==> src/rtl/fpsd_pkg.sv <==
// Shared types and constants for the form parameter stream decoder.
`timescale 1ns / 1ps
package fpsd_pkg;

    localparam int FIELD_MAX = 256;
    localparam int CNT_W     = $clog2(FIELD_MAX + 1);

    localparam logic [2:0] K_NAME_BYTE  = 3'd0;
    localparam logic [2:0] K_VALUE_BYTE = 3'd1;
    localparam logic [2:0] K_NAME_END   = 3'd2;
    localparam logic [2:0] K_PAIR_END   = 3'd3;
    localparam logic [2:0] K_ABANDON    = 3'd4;

    typedef struct packed {
        logic [7:0] in_byte;
        logic       in_last;
    } t_in;

    typedef struct packed {
        logic [2:0] kind;
        logic [7:0] out_byte;
        logic       truncated;
        logic       out_last;
    } t_out;

    // results caused by one input byte, slot 0 first
    typedef struct packed {
        logic [1:0]       n;
        t_out [2:0]       res;
    } t_grp;

endpackage

==> src/rtl/fpsd_core.sv <==
// Per-byte parser: state registers and the single-pass decode of one byte.
`timescale 1ns / 1ps
module fpsd_core
    import fpsd_pkg::*;
(
    input  logic i_clk,
    input  logic i_rst_n,
    input  logic i_adv,
    input  t_in  i_item,
    output t_grp o_grp
);

    localparam logic [1:0] PH_NAME  = 2'd0;
    localparam logic [1:0] PH_VALUE = 2'd1;
    localparam logic [1:0] PH_ENDED = 2'd2;

    typedef struct packed {
        logic [1:0]       ph;
        logic [1:0]       edl;
        logic [7:0]       ev;
        logic             es;
        logic [CNT_W-1:0] fc;
        logic             fo;
        logic [1:0]       n;
        t_out [2:0]       res;
    } t_work;

    logic [1:0]       r_ph,  n_ph;
    logic [1:0]       r_edl, n_edl;
    logic [7:0]       r_ev,  n_ev;
    logic             r_es,  n_es;
    logic [CNT_W-1:0] r_fc,  n_fc;
    logic             r_fo,  n_fo;
    t_work            w;

    function automatic logic [4:0] f_hex(logic [7:0] b);
        logic [4:0] d;
        d = 5'd0;
        if (b >= 8'h30 && b <= 8'h39) begin
            d = {1'b1, 4'(b - 8'h30)};
        end else if (b >= 8'h61 && b <= 8'h66) begin
            d = {1'b1, 4'(b - 8'h57)};
        end else if (b >= 8'h41 && b <= 8'h46) begin
            d = {1'b1, 4'(b - 8'h37)};
        end
        return d;
    endfunction

    function automatic t_work f_emit(t_work wi, logic [2:0] kind, logic [7:0] b, logic tr);
        t_work wo;
        t_out  r;
        wo          = wi;
        r.kind      = kind;
        r.out_byte  = b;
        r.truncated = tr;
        r.out_last  = 1'b0;
        wo.res[wo.n] = r;
        wo.n         = wo.n + 2'd1;
        return wo;
    endfunction

    function automatic t_work f_put(t_work wi, logic [7:0] b);
        t_work wo;
        wo = wi;
        if (wo.fc < CNT_W'(FIELD_MAX)) begin
            wo.fc = wo.fc + 1'b1;
            wo = f_emit(wo, (wo.ph == PH_NAME) ? K_NAME_BYTE : K_VALUE_BYTE, b, 1'b0);
        end else begin
            wo.fo = 1'b1;
        end
        return wo;
    endfunction

    function automatic t_work f_flush(t_work wi);
        t_work      wo;
        logic [7:0] v;
        wo = wi;
        v  = wo.ev;
        if (wo.edl != 2'd0) begin
            wo.edl = 2'd0;
            wo.ev  = 8'd0;
            wo.es  = 1'b0;
            wo = f_put(wo, v);
        end
        return wo;
    endfunction

    function automatic t_work f_close(t_work wi);
        t_work wo;
        wo = f_flush(wi);
        if (wo.ph == PH_NAME) begin
            wo = f_emit(wo, K_ABANDON, 8'd0, 1'b0);
        end else begin
            wo = f_emit(wo, K_PAIR_END, 8'd0, wo.fo);
        end
        return wo;
    endfunction

    function automatic t_work f_start(t_work wi);
        t_work wo;
        wo     = wi;
        wo.edl = 2'd0;
        wo.ev  = 8'd0;
        wo.es  = 1'b0;
        wo.fc  = '0;
        wo.fo  = 1'b0;
        return wo;
    endfunction

    always_comb begin
        logic [7:0] b;
        logic [7:0] delim;
        logic [4:0] d;
        logic [7:0] v;
        logic       just;
        b     = i_item.in_byte;
        just  = 1'b0;
        d     = f_hex(b);
        w.ph  = r_ph;
        w.edl = r_edl;
        w.ev  = r_ev;
        w.es  = r_es;
        w.fc  = r_fc;
        w.fo  = r_fo;
        w.n   = 2'd0;
        w.res = '0;
        delim = (r_ph == PH_NAME) ? 8'h3D : 8'h26;
        v     = 8'd0;
        if (r_ph != PH_NAME && r_ph != PH_VALUE) begin
            if (i_item.in_last) begin
                w    = f_start(w);
                w.ph = PH_NAME;
            end
        end else if (b == 8'd0) begin
            w    = f_close(w);
            w.ph = PH_ENDED;
            w    = f_start(w);
            if (i_item.in_last) begin
                w.ph = PH_NAME;
            end
        end else begin
            if (b == delim) begin
                w = f_flush(w);
                if (w.ph == PH_NAME) begin
                    w    = f_emit(w, K_NAME_END, 8'd0, w.fo);
                    w.ph = PH_VALUE;
                end else begin
                    w    = f_emit(w, K_PAIR_END, 8'd0, w.fo);
                    w.ph = PH_NAME;
                    just = 1'b1;
                end
                w = f_start(w);
            end else if (w.edl != 2'd0) begin
                if (!d[4]) begin
                    w.es = 1'b1;
                end else if (!w.es) begin
                    w.ev = {w.ev[3:0], d[3:0]};
                end
                w.edl = w.edl - 2'd1;
                if (w.edl == 2'd0) begin
                    v    = w.ev;
                    w.ev = 8'd0;
                    w.es = 1'b0;
                    w    = f_put(w, v);
                end
            end else if (b == 8'h25) begin
                w.edl = 2'd2;
                w.ev  = 8'd0;
                w.es  = 1'b0;
            end else if (b == 8'h2B) begin
                w = f_put(w, 8'h20);
            end else begin
                w = f_put(w, b);
            end
            if (i_item.in_last) begin
                if (!(w.ph == PH_NAME && just)) begin
                    w = f_close(w);
                end
                w    = f_start(w);
                w.ph = PH_NAME;
            end
        end
        if (w.n != 2'd0) begin
            w.res[w.n - 2'd1].out_last = 1'b1;
        end
        n_ph  = w.ph;
        n_edl = w.edl;
        n_ev  = w.ev;
        n_es  = w.es;
        n_fc  = w.fc;
        n_fo  = w.fo;
    end

    assign o_grp.n   = w.n;
    assign o_grp.res = w.res;

    always_ff @(posedge i_clk) begin
        if (!i_rst_n) begin
            r_ph  <= PH_NAME;
            r_edl <= 2'd0;
            r_ev  <= 8'd0;
            r_es  <= 1'b0;
            r_fc  <= '0;
            r_fo  <= 1'b0;
        end else if (i_adv) begin
            r_ph  <= n_ph;
            r_edl <= n_edl;
            r_ev  <= n_ev;
            r_es  <= n_es;
            r_fc  <= n_fc;
            r_fo  <= n_fo;
        end
    end

endmodule

==> src/rtl/fpsd_out.sv <==
// Result register: holds the results of one byte and sends them one per transfer.
`timescale 1ns / 1ps
module fpsd_out
    import fpsd_pkg::*;
(
    input  logic i_clk,
    input  logic i_rst_n,
    input  logic i_load,
    input  t_grp i_grp,
    output logic o_free,
    output logic o_valid,
    output t_out o_data,
    input  logic i_stall
);

    logic       r_gv;
    logic [1:0] r_idx;
    t_grp       r_grp;
    logic       xfer;
    logic       done;

    assign o_valid = r_gv;
    assign o_data  = r_grp.res[r_idx];
    assign xfer    = r_gv && !i_stall;
    assign done    = xfer && o_data.out_last;
    assign o_free  = !r_gv || done;

    always_ff @(posedge i_clk) begin
        if (!i_rst_n) begin
            r_gv  <= 1'b0;
            r_idx <= 2'd0;
        end else if (i_load && i_grp.n != 2'd0) begin
            r_gv  <= 1'b1;
            r_idx <= 2'd0;
        end else if (done) begin
            r_gv  <= 1'b0;
        end else if (xfer) begin
            r_idx <= r_idx + 2'd1;
        end
    end

    always_ff @(posedge i_clk) begin
        if (i_load) begin
            r_grp <= i_grp;
        end
    end

endmodule

==> src/rtl/form_param_stream_decoder_unit.sv <==
// The input byte is registered, decoded combinationally, and its results are
// registered in the result register before they are valid on the output.
// Throughput: one byte per cycle while the output is not stalled and each byte gives
// at most one result; a byte that gives k results holds the result register until all k have transferred.
// Bytes that give no result never occupy the output.
// Reset (synchronous, active low) returns the parser to the name phase and
// drops any held byte or pending results.
`timescale 1ns / 1ps
module form_param_stream_decoder_unit
    import fpsd_pkg::*;
(
    input  logic i_clk,
    input  logic i_rst_n,
    input  logic i_valid,
    input  t_in  i_data,
    output logic o_stall,
    output logic o_valid,
    output t_out o_data,
    input  logic i_stall
);

    logic r_iv;
    t_in  r_in;
    logic grp_free;
    logic adv;
    t_grp grp;

    assign adv     = r_iv && grp_free;
    assign o_stall = r_iv && !grp_free;

    always_ff @(posedge i_clk) begin
        if (!i_rst_n) begin
            r_iv <= 1'b0;
        end else if (!o_stall) begin
            r_iv <= i_valid;
        end
    end

    always_ff @(posedge i_clk) begin
        if (!o_stall) begin
            r_in <= i_data;
        end
    end

    fpsd_core u_core (
        .i_clk   (i_clk),
        .i_rst_n (i_rst_n),
        .i_adv   (adv),
        .i_item  (r_in),
        .o_grp   (grp)
    );

    fpsd_out u_out (
        .i_clk   (i_clk),
        .i_rst_n (i_rst_n),
        .i_load  (adv),
        .i_grp   (grp),
        .o_free  (grp_free),
        .o_valid (o_valid),
        .o_data  (o_data),
        .i_stall (i_stall)
    );

endmodule

==> config.mk <==
export PLATFORM = sky130hd
export DESIGN_NAME = form_param_stream_decoder_unit
export DESIGN_NICKNAME = d
export VERILOG_FILES = /design/src/rtl/fpsd_pkg.sv /design/src/rtl/fpsd_core.sv /design/src/rtl/fpsd_out.sv /design/src/rtl/form_param_stream_decoder_unit.sv
export SDC_FILE = /design/constraint.sdc
export NUM_CORES = 1
export LEC_CHECK = 0
export BUFFER_PORTS_ARGS = -buffer_cell sky130_fd_sc_hd__buf_2
export CAP_MARGIN = 20
export CORE_MARGIN = 1
export CORE_UTILIZATION = 30
export DETAILED_ROUTE_END_ITERATION = 12
export PLACE_DENSITY = 0.47
export REMOVE_ABC_BUFFERS = 1
export SLEW_MARGIN = 25
export SYNTH_ARGS = -nofsm -noshare
export SYNTH_HDL_FRONTEND = slang
export SYNTH_SLANG_ARGS = --single-unit
==> constraint.sdc <==
create_clock -name i_clk -period 5.2 [get_ports i_clk]
set_input_delay 0.52 -clock i_clk [delete_from_list [all_inputs] [get_ports i_clk]]
set_output_delay 0.52 -clock i_clk [all_outputs]
set_load 0.02 [all_outputs]
==> results of run 1 <==
## layout by cell type, fill, tap and decap left out, types with 5 or more instances in the layout
cell	instances
a211oi_1	7
a21o_1	5
a21oi_1	42
a31oi_1	10
and2_1	5
and3_1	7
buf_2	27
buf_4	9
clkbuf_16	9
dfxtp_1	27
edfxtp_1	48
ha_1	11
inv_1	20
mux2i_1	15
nand2_1	53
nand3_1	27
nor2_1	52
nor3_1	14
o2111ai_1	5
o211ai_1	5
o21a_1	9
o21ai_0	36
o31ai_1	7
or4_1	5
## where the power goes
group,leakage (nW),internal [W],switching [W]
sequential,0.694,0.000653,0.0000191
combinational,0.935,0.0000374,0.0000714
clock,0.142,0.000374,0.000263
total,1.77,0.00106,0.000354
## per-layer routing
| metal | up-vias | share of wire |
|---|---|---|
| met5 | - | 0 |
| met4 | 0 | 0.030 |
| met3 | 27 | 0.071 |
| met2 | 153 | 0.44 |
| met1 | 1988 | 0.46 |
| li1 | 2010 | - |
## critical path, stage by stage (launching register included)
cell	delay (ns)
edfxtp_1	0.58
nor4b_2	0.50
mux2i_1	0.31
nor2_1	0.28
nand2_1	0.09
o21a_1	0.14
ha_1	0.30
a22oi_1	0.27
ha_1	0.32
nand2_1	0.10
a31oi_1	0.27
nor3_1	0.10
a31o_1	0.24
a22o_1	0.23
## worst max path at each step
stage	slack [ns]	end	cells past startpoint
5_1_grt	0.87	u_out.r_grp[8]$_SDFFCE_PP0P_	13
3_5_place_dp	1.27	u_out.r_grp[8]$_SDFFCE_PP0P_	13
2_1_floorplan	1.33	u_out.r_grp[8]$_SDFFCE_PP0P_	13
4_1_cts	1.25	u_out.r_grp[8]$_SDFFCE_PP0P_	13
6_report	1.21	u_out.r_grp[8]$_SDFFCE_PP0P_	13
3_3_place_gp	1.37	u_out.r_grp[8]$_SDFFCE_PP0P_	13
## layout make-up
type                       instances  area (um2)
sequential                        75        1980
inverter                          20        75.1
multi-input combinational        398        2460
fill                            1575        9950
clock inverter                     7        76.3
timing repair buffer              36         203
clock buffer                       9         225
tap                              188         235
## cell usage after synthesis (all sizes together), types with 5 or more instances
master / instances / area (um2)
clkbuf: 23 / 86.3
o2111ai: 5 / 43.8
a31oi: 10 / 62.6
nor3: 15 / 80.1
mux2i: 15 / 150
a21oi: 42 / 210
dfxtp: 27 / 541
and2: 5 / 31.3
ha: 11 / 138
a21o: 5 / 37.5
o31ai: 9 / 86.3
o211ai: 6 / 50.1
inv: 20 / 75.1
o21ai: 36 / 180
edfxtp: 48 / 1440
nand3: 27 / 135
o21a: 9 / 67.6
and3: 7 / 43.8
nand2: 53 / 199
nor2: 53 / 201
a211oi: 7 / 52.6
or4: 5 / 37.5
buf: 9 / 55.0
## kinds of logic (layout without fill, tap and decap cells)
logic type,count (synthesis),in the layout
muxes,18,18
and+or+nand+nor,203,203
AOI/OAI and AO/OA,164,164
buffers and inverters,52,72
xor gates and xnor gates,2,2
DFF,75,75
adders and majority gates,11,11
## stage by stage
step	hold WS [ns]	cell area (um2)
2_1_floorplan	0.446	4520
3_3_place_gp	0.460	4950
3_5_place_dp	0.467	4950
4_1_cts	0.328	5260
5_1_grt	0.329	5260
6_report	0.336	5260
## flip-flops by register name, indices dropped and copies added (netlist names)
name and flops:
r_iv 1, u_out.o_valid 1, u_core.r_ph 2, u_core.r_edl 2, u_core.r_es 1, u_out.r_idx 2
u_out.r_grp 39, u_core.r_fo 1, r_in 9, u_core.r_fc 9, u_core.r_ev 8
==> results.toml, run 1 <==
[global_routing]
grt_max_degree = 31
grt_pass1_vias = 3961
grt_use_total = 0.182
grt_use_met3 = 0.0422
grt_util_met1 = 0.239
grt.met2_usage = 0.278
grt-ovfl-total = 0
antenna_found_initial = 0
grt-busiest-layer = "met2"
grt_pass1_wl_um = 22100

[sta]
period_share = 0.767
max_freq_mhz = 251
min_period_ns = 3.99
finClkSkew_ns = 0.00653
drv_slew = 0
rsz0062_at_grt = "false"
worst_slack_ns = 1.21
hold_viol = 0
slew_headroom = 0.350
setup-violations-final = 0
worstMarginPinSlew_ns = 0.974
setup_tns_ns = 0

[synth]
syn-cell-area_um2 = 4660
ys_types = 71
avgSynthCellArea_um2 = 8.87
synthXorXnorAreaFrac = 0.00376
netlist_instances = 525
ys_ff_latch = 75
synth_top_family_by_area = "compound AO/OA/AOI/OAI gates"
async_reset_ff_frac = 0
synth_edf_count = 48
synthSimpleGateAreaFrac = 0.220
synthMuxAreaShare = 0.0395
ys.flop_type = "edfxtp_1"
synth-adder-area-share = 0.0296
synth_compound_area_frac = 0.235
ys_seq_area_frac = 0.426
yosysWarnings = 0

[cts]
clock-sinks = 75
root_buffer = "clkbuf_16"
clock_latency_ns = 0.35
htreeDepth = 3
cts_tree = "built"
ctsLongestPathBuffers = 2
clk_pin_slew_ns = 0.06
cts_inserted_buffers = 9
hold_buffers = 0
ctsResizeCount = 0
postCtsSetupBuffers = 0

[die]
core_um2 = 15200
fp.dieH_um = 127
die_area_um2 = 16000
rows = 45
initial_core_util = 0.306
pin_count = 28
die_w_um = 127

[route]
drtAntennaViolNets = 0
via_per_inst = 5.70
wl_um = 14000
drt_iter0_drc = 410
drt_first_pass_iters = 5
route.detailed.drc = 0
via_count = 4178
wl_per_cell_um = 19.1

[min_path]
whs_endpoint = "r_in[4]$_DFFE_PN_"
min_path_cells = 1
hp-start = "i_data[4]"
hold_path.class = "in -> reg"

[place]
gp_congestion = 0.904
dp.cells = 717
pre_cts_slack_ns = 1.27
port_buffers = 27
dpl.hpwl_um = 10200

[worst_setup_path]
regToRegSetupSlack_ns = 1.21
arrival_ns = 4.10
path_class = "reg -> reg"
endpoint_kind = "flip-flop"
r2r-start = "r_in[4]$_DFFE_PN_"
cp-startpoint = "r_in[4]$_DFFE_PN_"
crit_required_ns = 5.31
start_kind = "flip-flop"
timing.rr.end = "u_out.r_grp[8]$_SDFFCE_PP0P_"
critPathMaxFanout = 13
reg2reg_depth = 13

[power]
p_leak_nw = 1.77
power_w = 0.00142
power_density_nw_per_um2 = 270
ir_drop_v = 0.000109

[run]
drv_cap = 0

[layout]
final_cells = 733
area_growth_pct = 12.8
post-route-util = 0.346
drive_gt1_frac = 0.125
antenna_cells = 0
final_nets = 564

[outcome]
status = "completed"
No activity file was read; power rests on OpenSTA's default activity.
==> inputs of run 2 (changes only) <==
--- a/config.mk
+++ b/config.mk
@@ -5,12 +5,13 @@
 export SDC_FILE = /design/constraint.sdc
 export NUM_CORES = 1
 export LEC_CHECK = 0
+export ABC_AREA = 1
 export BUFFER_PORTS_ARGS = -buffer_cell sky130_fd_sc_hd__buf_2
 export CAP_MARGIN = 20
 export CORE_MARGIN = 1
 export CORE_UTILIZATION = 30
 export DETAILED_ROUTE_END_ITERATION = 12
-export PLACE_DENSITY = 0.47
+export PLACE_DENSITY = 0.49
 export REMOVE_ABC_BUFFERS = 1
 export SLEW_MARGIN = 25
 export SYNTH_ARGS = -nofsm -noshare
==> constraint.sdc (replaced) <==
create_clock -name i_clk -period 3.5 [get_ports i_clk]
set_input_delay 0.35 -clock i_clk [delete_from_list [all_inputs] [get_ports i_clk]]
set_output_delay 0.35 -clock i_clk [all_outputs]
set_load 0.02 [all_outputs]
==> results.toml, run 2 <==
[outcome]
status = "completed"

[synth]
synthMuxAreaShare = 0
synth_compound_area_frac = 0.133
synth_top_family_by_area = "simple AND/OR/NAND/NOR gates"
yosysMostFrequentCell = "nand2_1"
yosysWarnings = 0
synth-adder-area-share = 0.0297
synth_area_leaders = "edfxtp_1, nand2_1, dfxtp_1"
synthSimpleGateAreaFrac = 0.322
ys.flop_type = "edfxtp_1"
async_reset_ff_frac = 0
synth_top_cell_by_area = "edfxtp_1"
netlist_instances = 610
ys_seq_area_frac = 0.428
ys_ff_latch = 75
avgSynthCellArea_um2 = 7.59
yosys-top-cells-count = "nand2_1, nor2_1, inv_1"
synth_top_cell_area_share = 0.312
synthXorXnorAreaFrac = 0.00946
synth_edf_count = 48
syn-cell-area_um2 = 4630
ys_types = 47

[power]
comb_power_share = 0.093
p_leak_nw = 2.13
p_sw_frac = 0.266
clkPwrFrac = 0.429
seqPwrFrac = 0.478
internal_power_w = 0.00152
ir_drop_v = 0.000173
power_w = 0.00207
power_density_nw_per_um2 = 393
p_sw_w = 0.000553

[die]
fp.dieH_um = 126
pin_count = 28
die_area_um2 = 15900
rows = 45
core_um2 = 15100
initial_core_util = 0.305
die_w_um = 126

[layout]
layout_common_cells = "nand2_1, nor2_1, inv_1"
final_nets = 668
reg_top3 = "u_out.r_grp: 39 flops, r_in: 9 flops, u_core.r_fc: 9 flops"
largest_reg_flops = 39
area_growth_pct = 14.1
stdcell_area_um2 = 5280
largest-register = "u_out.r_grp"
antenna_cells = 0
n_fill_cell = 1595
layout_commonest_cell = "nand2_1"
drive_gt1_frac = 0.163

[route]
wl_um = 12200
drt_iter0_drc = 323
via_per_inst = 4.89
via_count = 4097
drtAntennaViolNets = 0
route.detailed.drc = 0
drt_first_pass_iters = 5
wl_per_cell_um = 14.6

[sta]
setup_tns_ns = 0
max_freq_mhz = 319
slew_headroom = 0.488
finClkSkew_ns = 0.00689
setup-violations-final = 0
hold_viol = 0
drv_slew = 0
worstMarginPinSlew_ns = 0.761
rsz0062_at_grt = "false"
min_period_ns = 3.14
period_share = 0.897

[place]
gp_congestion = 0.883
dpl.hpwl_um = 9300
placed_area_um2 = 4990
port_buffers = 27

[global_routing]
grt-ovfl-total = 0
grt_use_total = 0.164
antenna_found_initial = 0
grt_pass1_wl_um = 20400
grt_pass1_vias = 3962
grt_max_degree = 43

[worst_setup_path]
start_kind = "flip-flop"
path_cells = "ha_1, inv_1, nor2_2, nand2_2, nand2_1, nand2_1, inv_1, nand2_1, nand2_1, ha_1, inv_1, o21ai_0, inv_1, ha_1, nand3b_1, nand3_1, nand2_1, nand2_1, nand2_1, nand2_2, nand2_1, nor2_1"
cpMostUsedCell = "nand2_1"
crit_required_ns = 3.78
critical_path_buf_inv_count = 4
regToRegSetupSlack_ns = 0.36
critPathMaxFanout = 5
reg2reg_depth = 22
cp-startpoint = "r_in[1]$_DFFE_PN_"
crit_cells = 22
r2r-start = "r_in[1]$_DFFE_PN_"
path_class = "reg -> reg"
endpoint_kind = "flip-flop"
slowest_delay_ns = 0.48
slowest_stage = "edfxtp_1"
timing.rr.end = "u_out.r_idx[1]$_SDFFE_PP0P_"
critPathCapture = "u_out.r_idx[1]$_SDFFE_PP0P_"
crit_family = "simple AND/OR/NAND/NOR gates"
arrival_ns = 3.42

[cts]
clk_pin_slew_ns = 0.06
clock_latency_ns = 0.35
root_buffer = "clkbuf_16"
cts_inserted_buffers = 9
hold_buffers = 0
htreeDepth = 3
clock-sinks = 75
cts_tree = "built"
ctsLongestPathBuffers = 2

[run]
drv_cap = 0

[min_path]
hold_path.class = "in -> reg"
## run 2: cell types whose count changed in the layout (fill, tap and decap cells not counted), moves of 8 or more
cell / delta
nand2_1: +94
inv_1: +39
nand3_1: +27
o21ai_0: +21
nor2_1: +18
a21oi_1: -16
mux2i_1: -15
inv_2: +14
nand2_2: +12
a31oi_1: -9
nor3_1: -8
## run 2: logic make-up (layout without fill, tap and decap cells)
logic type                 Yosys count  in the layout
AOI/OAI and AO/OA                  110            110
xor gates and xnor gates             5              5
adders and majority gates           11             11
buffers and inverters               89            128
DFF                                 75             75
and+or+nand+nor                    320            320
## run 2: worst min path at each step
stage	to	start	depth (start not counted)	slack, ns
after floorplan	u_core.r_ev[4]$_SDFFE_PN0P_	u_core.r_ev[4]$_SDFFE_PN0P_	2	0.45
after global placement	u_core.r_ev[5]$_SDFFE_PN0P_	u_core.r_ev[5]$_SDFFE_PN0P_	2	0.46
after detailed placement	u_core.r_ev[6]$_SDFFE_PN0P_	u_core.r_ev[6]$_SDFFE_PN0P_	2	0.46
after CTS	r_in[1]$_DFFE_PN_	i_data[1]	1	0.16
after global routing	r_in[3]$_DFFE_PN_	i_data[3]	1	0.17
final	r_in[1]$_DFFE_PN_	i_data[1]	1	0.17
## run 2: routing by layer
| metal | global-route usage | wire length (um) |
|---|---|---|
| met1 | 0.218 | 5920 |
| met2 | 0.266 | 5650 |
| met3 | 0.0361 | 527 |
| met4 | 0.0475 | 140 |
| met5 | 0 | 0 |
## run 2: timing repair
item,CTS,global route
setup buffers,0,1
endpoints found under the setup margin,0,8
gates resized for setup,0,1
## run 2: power by group through the flow
stage	combinational (W)	clock (W)	sequential [W]
after floorplan	0.000133	0	0.00101
after global placement	0.000189	0	0.00101
after detailed placement	0.000191	0	0.00101
after CTS	0.000192	0.000915	0.000993
after global routing	0.000216	0.000952	0.000995
final	0.000192	0.000891	0.000992
## run 2: stage by stage
step	hold slack, ns	instances	utilization	worst slack [ns]
6_report	0.174	837	0.349	0.361
5_1_grt	0.165	837	0.349	0.00392
4_1_cts	0.163	836	0.348	0.305
3_5_place_dp	0.458	820	0.329	0.336
3_3_place_gp	0.456	820	0.329	0.454
2_1_floorplan	0.445	597	-	0.520
## run 2: layout make-up
type	count	area, um2	area share
Sequential cell	75	1980	0.375
Timing Repair Buffer	36	203	0.0384
Clock buffer	9	225	0.0427
Multi-Input combinational cell	446	2290	0.433
Clock inverter	7	57.6	0.0109
Tap cell	188	235	0.0446
Inverter	76	289	0.0548
## run 2: worst register-to-register path, cell delays in order, from the launching register on
cell and delay (ns):
edfxtp_1 0.48, ha_1 0.26, inv_1 0.08, nor2_2 0.05, nand2_2 0.11, nand2_1 0.09
nand2_1 0.09, inv_1 0.05, nand2_1 0.10, nand2_1 0.10, ha_1 0.29, inv_1 0.03
o21ai_0 0.22, inv_1 0.09, ha_1 0.28, nand3b_1 0.15, nand3_1 0.10, nand2_1 0.10
nand2_1 0.10, nand2_1 0.07, nand2_2 0.07, nand2_1 0.10, nor2_1 0.10
